## config.mk

```make
export PLATFORM = sky130hd
export DESIGN_NAME = length_prefixed_frame_receiver_crc8
export DESIGN_NICKNAME = d
export VERILOG_FILES = /design/src/hdl/lpfr_pkg.sv /design/src/hdl/lpfr_ram.sv /design/src/hdl/length_prefixed_frame_receiver_crc8.sv
export VERILOG_INCLUDE_DIRS = /design/src /design/src/hdl
export SDC_FILE = /design/constraint.sdc
export NUM_CORES = 1
export LEC_CHECK = 0
export BUFFER_PORTS_ARGS = -buffer_cell sky130_fd_sc_hd__buf_2
export CORE_ASPECT_RATIO = 1.25
export CORE_MARGIN = 2
export CORE_UTILIZATION = 60
export DETAILED_ROUTE_END_ITERATION = 10
export PLACE_DENSITY_LB_ADDON = 0.05
export SLEW_MARGIN = 10
export SYNTH_ARGS = -nofsm -noshare
export SYNTH_HDL_FRONTEND = slang
export SYNTH_SLANG_ARGS = --single-unit
```

## constraint.sdc

```tcl
create_clock -name clk -period 3.9 [get_ports clk]
set_input_delay 0.78 -clock clk [delete_from_list [all_inputs] [get_ports clk]]
set_output_delay 0.78 -clock clk [all_outputs]
set_load 0.1 [all_outputs]
```

## src/hdl/assert_macros.svh

```systemverilog
// ----------------------------------------------------------------------------
// assert_macros.svh
// assertion helpers; the checks drop out when SYNTHESIS is defined
// ----------------------------------------------------------------------------
`ifndef ASSERT_MACROS_SVH
`define ASSERT_MACROS_SVH

`ifndef SYNTHESIS

// expression holds on every clock edge out of reset
`define ASSERT_ALWAYS(label, expr) \
    label: assert property (@(posedge clk) disable iff (!rst_n) (expr)) \
        else $error("assertion failed: always");

// consequent holds in the same cycle as the antecedent
`define ASSERT_IMPLIES(label, pre, post) \
    label: assert property (@(posedge clk) disable iff (!rst_n) (pre) |-> (post)) \
        else $error("assertion failed: implication");

// consequent holds in the cycle after the antecedent
`define ASSERT_NEXT(label, pre, post) \
    label: assert property (@(posedge clk) disable iff (!rst_n) (pre) |=> (post)) \
        else $error("assertion failed: next cycle");

`else

`define ASSERT_ALWAYS(label, expr)
`define ASSERT_IMPLIES(label, pre, post)
`define ASSERT_NEXT(label, pre, post)

`endif

`endif

```

## src/hdl/lpfr_pkg.sv

```systemverilog
`timescale 1ns / 1ps
// ----------------------------------------------------------------------------
// lpfr_pkg
// constants, types and the crc bit step of the frame receiver
// ----------------------------------------------------------------------------
package lpfr_pkg;

    localparam int FRAME_MAX = 64;
    localparam int POS_W     = $clog2(FRAME_MAX + 1);
    localparam int ADDR_W    = $clog2(FRAME_MAX);
    localparam int IDX_W     = 6;
    localparam int LEN_MIN   = 2;
    localparam int LEN_MAX   = FRAME_MAX - 2;

    localparam logic [7:0] CRC_POLY = 8'hD5;
    localparam logic [7:0] CRC_TOP  = 8'h80;

    typedef enum logic [2:0] {
        S_IDLE,
        S_CRC,
        S_RD,
        S_LOAD,
        S_FAIL
    } state_t;

    // one bit of the msb-first crc-8 division
    function automatic logic [7:0] crc_bit_step(input logic [7:0] crc);
        logic [7:0] shifted;
        shifted = {crc[6:0], 1'b0};
        if ((crc & CRC_TOP) != 8'h00)
        begin
            return shifted ^ CRC_POLY;
        end
        return shifted;
    endfunction

endpackage

```

## src/hdl/lpfr_ram.sv

```systemverilog
`timescale 1ns / 1ps
// ----------------------------------------------------------------------------
// lpfr_ram
// generic single write port, single read port ram with registered read
// ----------------------------------------------------------------------------
module lpfr_ram #(
    parameter int WIDTH = 8,
    parameter int DEPTH = 64
) (
    input  logic                     clk,
    input  logic                     we,
    input  logic [$clog2(DEPTH)-1:0] waddr,
    input  logic [WIDTH-1:0]         wdata,
    input  logic                     re,
    input  logic [$clog2(DEPTH)-1:0] raddr,
    output logic [WIDTH-1:0]         rdata
);

    logic [WIDTH-1:0] mem [DEPTH];

    always_ff @(posedge clk)
    begin
        if (we)
        begin
            mem[waddr] <= wdata;
        end
        if (re)
        begin
            rdata <= mem[raddr];
        end
    end

endmodule

```

## src/hdl/length_prefixed_frame_receiver_crc8.sv

```systemverilog
`timescale 1ns / 1ps
// ----------------------------------------------------------------------------
// length_prefixed_frame_receiver_crc8
// serial frame receiver: address, length, type and payload, crc-8 check
// ----------------------------------------------------------------------------
// Takes one received byte per request and rebuilds address/length/body/crc
// frames in a 64-byte store. Address, length and crc bytes are taken with
// no crc step; every type or payload byte holds the input while it is
// stored and then run bit by bit through the bit-serial crc-8 (0xD5) unit.
// A good frame is then replayed from the store one byte at a time (ram
// read, then load of the output register), waiting while the output stalls,
// and the input stays stalled until the last byte is loaded. A crc mismatch
// gives a single failure marker; a good frame that arrives while frame_pending
// is high is dropped. The store needs no clearing after reset, so the block
// takes bytes from the first cycle out of reset.
// ----------------------------------------------------------------------------
`include "assert_macros.svh"

module length_prefixed_frame_receiver_crc8
    import lpfr_pkg::*;
(
    input  logic             clk,
    input  logic             rst_n,

    input  logic             in_valid,
    output logic             in_stall,
    input  logic [7:0]       rx_byte,
    input  logic             frame_pending,

    output logic             out_valid,
    input  logic             out_stall,
    output logic [7:0]       frame_byte,
    output logic [IDX_W-1:0] byte_index,
    output logic             last,
    output logic             status
);

    state_t             state_reg, state_next;
    logic [POS_W-1:0]   pos_reg, pos_next;
    logic [POS_W-1:0]   exp_reg, exp_next;
    logic [7:0]         crc_reg, crc_next;
    logic [2:0]         bit_cnt_reg, bit_cnt_next;
    logic [ADDR_W-1:0]  emit_idx_reg, emit_idx_next;

    logic               out_valid_reg, out_valid_next;
    logic [7:0]         out_byte_reg, out_byte_next;
    logic [IDX_W-1:0]   out_idx_reg, out_idx_next;
    logic               out_last_reg, out_last_next;
    logic               out_status_reg, out_status_next;

    logic               ram_we;
    logic               ram_re;
    logic [7:0]         ram_rdata;

    logic               accept;
    logic               out_free;
    logic               len_bad;
    logic               guard_hit;
    logic [POS_W-1:0]   pos_inc;
    logic               frame_done;
    logic               crc_ok;
    logic               emit_last;

    assign accept     = in_valid && !in_stall;
    assign out_free   = !out_valid_reg || !out_stall;
    assign len_bad    = (rx_byte < 8'(LEN_MIN)) || (rx_byte > 8'(LEN_MAX));
    assign guard_hit  = (pos_reg >= POS_W'(FRAME_MAX)) || (exp_reg == '0)
                        || (pos_reg >= exp_reg);
    assign pos_inc    = pos_reg + POS_W'(1);
    assign frame_done = (pos_inc >= exp_reg);
    assign crc_ok     = (crc_reg == rx_byte);
    assign emit_last  = ((POS_W'(emit_idx_reg) + POS_W'(1)) == exp_reg);

    lpfr_ram #(
        .WIDTH (8),
        .DEPTH (FRAME_MAX)
    ) u_store (
        .clk   (clk),
        .we    (ram_we),
        .waddr (pos_reg[ADDR_W-1:0]),
        .wdata (rx_byte),
        .re    (ram_re),
        .raddr (emit_idx_reg),
        .rdata (ram_rdata)
    );

    // next state
    always_comb
    begin
        state_next = state_reg;
        unique case (state_reg)
            S_IDLE:
            begin
                if (accept && (pos_reg > POS_W'(1)) && !guard_hit)
                begin
                    priority if (!frame_done)
                    begin
                        state_next = S_CRC;
                    end
                    else if (!crc_ok)
                    begin
                        state_next = S_FAIL;
                    end
                    else if (!frame_pending)
                    begin
                        state_next = S_RD;
                    end
                    else
                    begin
                        state_next = S_IDLE;
                    end
                end
            end
            S_CRC:
            begin
                if (bit_cnt_reg == 3'd7)
                begin
                    state_next = S_IDLE;
                end
            end
            S_RD:
            begin
                state_next = S_LOAD;
            end
            S_LOAD:
            begin
                if (out_free)
                begin
                    state_next = emit_last ? S_IDLE : S_RD;
                end
            end
            S_FAIL:
            begin
                if (out_free)
                begin
                    state_next = S_IDLE;
                end
            end
            default:
            begin
                state_next = S_IDLE;
            end
        endcase
    end

    // datapath and outputs
    always_comb
    begin
        in_stall        = (state_reg != S_IDLE);
        ram_we          = 1'b0;
        ram_re          = 1'b0;
        pos_next        = pos_reg;
        exp_next        = exp_reg;
        crc_next        = crc_reg;
        bit_cnt_next    = bit_cnt_reg;
        emit_idx_next   = emit_idx_reg;
        out_valid_next  = out_valid_reg && out_stall;
        out_byte_next   = out_byte_reg;
        out_idx_next    = out_idx_reg;
        out_last_next   = out_last_reg;
        out_status_next = out_status_reg;

        unique case (state_reg)
            S_IDLE:
            begin
                if (accept)
                begin
                    priority if (pos_reg == '0)
                    begin
                        ram_we   = 1'b1;
                        pos_next = POS_W'(1);
                        exp_next = '0;
                        crc_next = 8'h00;
                    end
                    else if (pos_reg == POS_W'(1))
                    begin
                        if (len_bad)
                        begin
                            pos_next = '0;
                            exp_next = '0;
                        end
                        else
                        begin
                            ram_we   = 1'b1;
                            pos_next = POS_W'(2);
                            exp_next = POS_W'(rx_byte) + POS_W'(2);
                        end
                        crc_next = 8'h00;
                    end
                    else if (guard_hit)
                    begin
                        pos_next = '0;
                        exp_next = '0;
                        crc_next = 8'h00;
                    end
                    else if (!frame_done)
                    begin
                        ram_we       = 1'b1;
                        pos_next     = pos_inc;
                        crc_next     = crc_reg ^ rx_byte;
                        bit_cnt_next = 3'd0;
                    end
                    else
                    begin
                        // crc byte: stored; exp_reg is kept for the replay of a good frame with no frame_pending
                        ram_we        = 1'b1;
                        pos_next      = '0;
                        crc_next      = 8'h00;
                        emit_idx_next = '0;
                        if (!crc_ok || frame_pending)
                        begin
                            exp_next = '0;
                        end
                    end
                end
            end
            S_CRC:
            begin
                crc_next     = crc_bit_step(crc_reg);
                bit_cnt_next = bit_cnt_reg + 3'd1;
            end
            S_RD:
            begin
                ram_re = 1'b1;
            end
            S_LOAD:
            begin
                if (out_free)
                begin
                    out_valid_next  = 1'b1;
                    out_byte_next   = ram_rdata;
                    out_idx_next    = IDX_W'(emit_idx_reg);
                    out_last_next   = emit_last;
                    out_status_next = 1'b0;
                    emit_idx_next   = emit_idx_reg + ADDR_W'(1);
                    if (emit_last)
                    begin
                        exp_next = '0;
                    end
                end
            end
            S_FAIL:
            begin
                if (out_free)
                begin
                    out_valid_next  = 1'b1;
                    out_byte_next   = 8'h00;
                    out_idx_next    = '0;
                    out_last_next   = 1'b1;
                    out_status_next = 1'b1;
                end
            end
            default:
            begin
                pos_next = '0;
                exp_next = '0;
            end
        endcase
    end

    always_ff @(posedge clk or negedge rst_n)
    begin
        if (!rst_n)
        begin
            state_reg     <= S_IDLE;
            pos_reg       <= '0;
            exp_reg       <= '0;
            crc_reg       <= 8'h00;
            bit_cnt_reg   <= 3'd0;
            emit_idx_reg  <= '0;
            out_valid_reg <= 1'b0;
        end
        else
        begin
            state_reg     <= state_next;
            pos_reg       <= pos_next;
            exp_reg       <= exp_next;
            crc_reg       <= crc_next;
            bit_cnt_reg   <= bit_cnt_next;
            emit_idx_reg  <= emit_idx_next;
            out_valid_reg <= out_valid_next;
        end
    end

    always_ff @(posedge clk)
    begin
        out_byte_reg   <= out_byte_next;
        out_idx_reg    <= out_idx_next;
        out_last_reg   <= out_last_next;
        out_status_reg <= out_status_next;
    end

    assign out_valid  = out_valid_reg;
    assign frame_byte = out_byte_reg;
    assign byte_index = out_idx_reg;
    assign last       = out_last_reg;
    assign status     = out_status_reg;

    `ASSERT_ALWAYS(a_pos_in_range, pos_reg <= POS_W'(FRAME_MAX))
    `ASSERT_IMPLIES(a_fail_marker_shape, out_valid && status, last && (frame_byte == 8'h00))
    `ASSERT_NEXT(a_crc_eight_steps, (state_reg == S_CRC) && (bit_cnt_reg == 3'd7), state_reg == S_IDLE)
    `ASSERT_IMPLIES(a_replay_within_frame, (state_reg == S_RD) || (state_reg == S_LOAD), (exp_reg >= POS_W'(4)) && (POS_W'(emit_idx_reg) < exp_reg))

endmodule

```

==> impl_metrics.csv <==
group,metric,value,unit
timing,period_needed,3.47,ns
layout,multiInputGateArea,0.00591,mm^2
die,die-width,180,um
drt,drt_iter0_markers,1488,
grt,overflow,0,
yosys,synthArstFlopShare,6.13,%
critical_path,r2r_setup_slack,0.43,ns
pwr,p_per_area,511,mW/mm^2
yosys,synth_area_leaders,"edfxtp_1, mux4_2, dfrtp_1",
critical_path,end_kind,"flip-flop",
clock_network,clk_latency,0.59,ns
outcome,outcome,"complete, no violations",
yosys,synth_seq_cells,571,
grt,grt_start_max_net_pins,91,
yosys,ys.warnings.count,0,
die,initial_core_util,60.9,%
critical_path,arrival,3.98,ns
grt,grt_first_pass_wirelength,79.4,mm
timing,fin_skew,0.0226,ns
clock_network,cts-buffers-inserted,52,
grt,antenna_found_initial,1,
drt,drc,0,
critical_path,startpoint_type,"flip-flop",
timing,setup_viol,0,
drt,drt_pre_antenna_iters,5,
die,die_area,0.0403,mm^2
place,dp_hpwl,33.5,mm
grt,grt_pass1_vias,11831,
worst_hold_path,hp-class,"primary input to async pin",
clock_network,htree_num_levels,2,
clock_network,clkTransAtPathRegs,0.06,ns
yosys,yosys_most_used_dff,"edfxtp_1",
grt,grtUsageTotal,27.1,%
layout,drive_gt1_share,25.9,%
drt,wire_per_inst,29.7,um
critical_path,startpoint,"pos_reg[2]$_DFFE_PN0P_",
drt,wl,52.4,mm
layout,diodes,0,
die,row_count,80,
pwr,p_leak,8.16,nW
timing,worst_slack,0.431,ns
die,io_pins,31,
drt,route.antenna.remaining_nets,0,
place,portBuffers,30,
die,die_h,224,um
drt,vias_per_cell,6.56,
yosys,synth_edf_count,536,
layout,largest-register,"u_store.mem",
timing,fin_setup_tns,0,ns
yosys,synthCells,1171,
yosys,ys_seq_area_share,73.0,%
critical_path,path_class,"flip-flop to flip-flop",
yosys,syn-num-nets,1205,
clock_network,clock-root-buffer,"clkbuf_16",
timing,grt_setup_unrepaired,"false",
yosys,synth.distinct_cells,64,
layout,n_fill_cell,2437,
timing,slew_viol_final,0,
critical_path,worstReg2RegEnd,"pos_reg[3]$_DFFE_PN0P_",
critical_path,crit_required,4.42,ns
critical_path,critPathMaxFanout,16,
timing,fmax,0.288,GHz
critical_path,worstPathCellList,"nand3_1 > nor2_1 > xor2_1 > ha_1 > a21o_1 > a221o_1 > o21ba_2 > nand4_1 > or3_1 > o21ai_0",
yosys,synth_top_cell_by_area,"edfxtp_1",
layout,seq_area,0.0170,mm^2
critical_path,cp_slowest_cell,"dfrtp_2",
yosys,avgSynthCellArea,19.8,um^2
place,preCtsSetupSlack,0.266,ns
pwr,ir_drop,0.378,mV
clock_network,cts_tree,"yes",
timing,post-route-period-util,89.0,%
critical_path,slowest_delay,0.55,ns
clock_network,hold_buffers,0,
critical_path,r2r_cells,10,
timing,worst_pin_slew,1.04,ns
yosys,synth.top_cell.area_share,69.3,%
layout,syn2layout_area_growth,10.9,%
clock_network,cts_setup_buffers,0,
die,core,0.0381,mm^2
layout,largest_reg_flops,512,
layout,nets,1266,
critical_path,reg2reg_from,"pos_reg[2]$_DFFE_PN0P_",
clock_network,clockBufferDepth,3,
clock_network,cts_resized,0,
clock_network,clock_sinks,571,
place,place_congestion,0.839,
yosys,synth_area,0.0232,mm^2
drt,vias,11584,
timing,final_hold_viol_count,0,
run,cap_violations,0,
timing,relSlewSlack,30.1,%
layer usage:
metal  wire length, um  share of wire, %  vias to the layer above  track usage, %
li1                  -                 -                     4919               -
met1             20800                40                     6059            37.8
met2             25900                49                      518            43.9
met3              3900               7.4                       88            4.84
met4              1850               3.5                        0            9.60
met5                 0                 0                        -               0
through the flow:
stage / cell area (um^2) / std cells / power, mW / hold slack, ns / utilization, %
final: 25800 / 1765 / 13.2 / 0.298 / 67.6
after CTS: 25800 / 1765 / 13.2 / 0.303 / 67.6
after floorplan: 23200 / 1171 / 7.74 / 0.456 / -
after detailed placement: 24100 / 1670 / 8.14 / 0.480 / 63.1
after global routing: 25800 / 1765 / 13.6 / 0.347 / 67.6
after global placement: 24100 / 1670 / 8.12 / 0.471 / 63.1
layout by cell type (no fill, tap or decap), types with 7 or more instances in the layout:
master	n
buf_4	34
dfrtp_1	30
and2_1	17
a21oi_1	11
clkbuf_16	52
xnor2_1	26
inv_1	22
a22oi_1	19
nand4_1	7
a21o_1	7
clkbuf_1	11
nor2_2	8
mux4_2	160
ha_1	21
nand3_1	17
o21ai_0	17
edfxtp_1	536
buf_2	30
nand2_1	36
clkinv_2	12
a32o_1	7
nor2_1	79
bufinv_16	7
synthesized netlist by cell type (2+ instances only):
library cell and count:
buf_2 12, ha_1 21, nor3b_1 2, o21a_1 2
nor3_1 4, nand2_1 36, buf_1 15, a32o_1 7
nand4_1 7, nor2b_1 5, inv_1 22, buf_4 2
nand3b_1 3, nor2_1 79, mux2i_1 2, a21oi_1 11
nand4b_1 3, buf_6 3, and3_1 6, xor2_1 6
a21o_1 7, a211oi_1 3, o32ai_1 4, nor2_2 8
or3_1 3, dfrtp_1 35, and2_1 17, mux4_2 160
xnor2_1 26, nand3_1 17, clkbuf_1 28, nand2b_1 4
a221o_1 2, a22oi_1 19, nor4_1 2, a31oi_1 3
or2_2 3, edfxtp_1 536, a22o_1 5, o21ai_0 17
where the power goes:
group          internal, mW  total [mW]  switching [mW]
registers              6.82        6.90          0.0813
logic                 0.305        1.11           0.810
clock network          2.93        5.15            2.22
worst max-delay path, delay by kind of cell, from the launching register on:
kind	cells	cell delay (ns)
and+or+nand+nor	4	1.38
AOI/OAI and AO/OA	4	0.90
adders and majority gates	1	0.31
DFF	1	0.55
xor gates and xnor gates	1	0.26
logic make-up (layout without fill, tap and decap cells):
group | count (synthesis) | count (layout) | share of synthesized area, %
flip-flops | 571 | 571 | 73.0
buffers and inverters | 82 | 184 | 1.52
AO/OA/AOI/OAI | 96 | 96 | 3.09
AND/OR/NAND/NOR | 207 | 207 | 4.43
XOR/XNOR | 32 | 32 | 1.21
multiplexers | 162 | 162 | 15.6
adder cells (fa/ha/maj) | 21 | 21 | 1.13
how the worst max path moves through the flow:
stage                                         to  slack [ns]  cells after the start
after CTS                 pos_reg[3]$_DFFE_PN0P_        0.24                     10
after detailed placement  crc_reg[7]$_DFFE_PN0P_        0.27                     10
final                     pos_reg[3]$_DFFE_PN0P_        0.43                     10
after global routing      pos_reg[3]$_DFFE_PN0P_        0.16                     10
after global placement    pos_reg[3]$_DFFE_PN0P_        0.31                     10
after floorplan           crc_reg[5]$_DFFE_PN0P_        0.91                     11
layout make-up:
class | count | share of cell area, %
Inverter | 22 | 0.320
Clock inverter | 32 | 1.45
Multi-Input combinational cell | 518 | 22.9
Timing Repair Buffer | 67 | 1.81
Tap cell | 492 | 2.39
Clock buffer | 63 | 5.21
Sequential cell | 571 | 65.9
(Power assumes the default switching activity.)
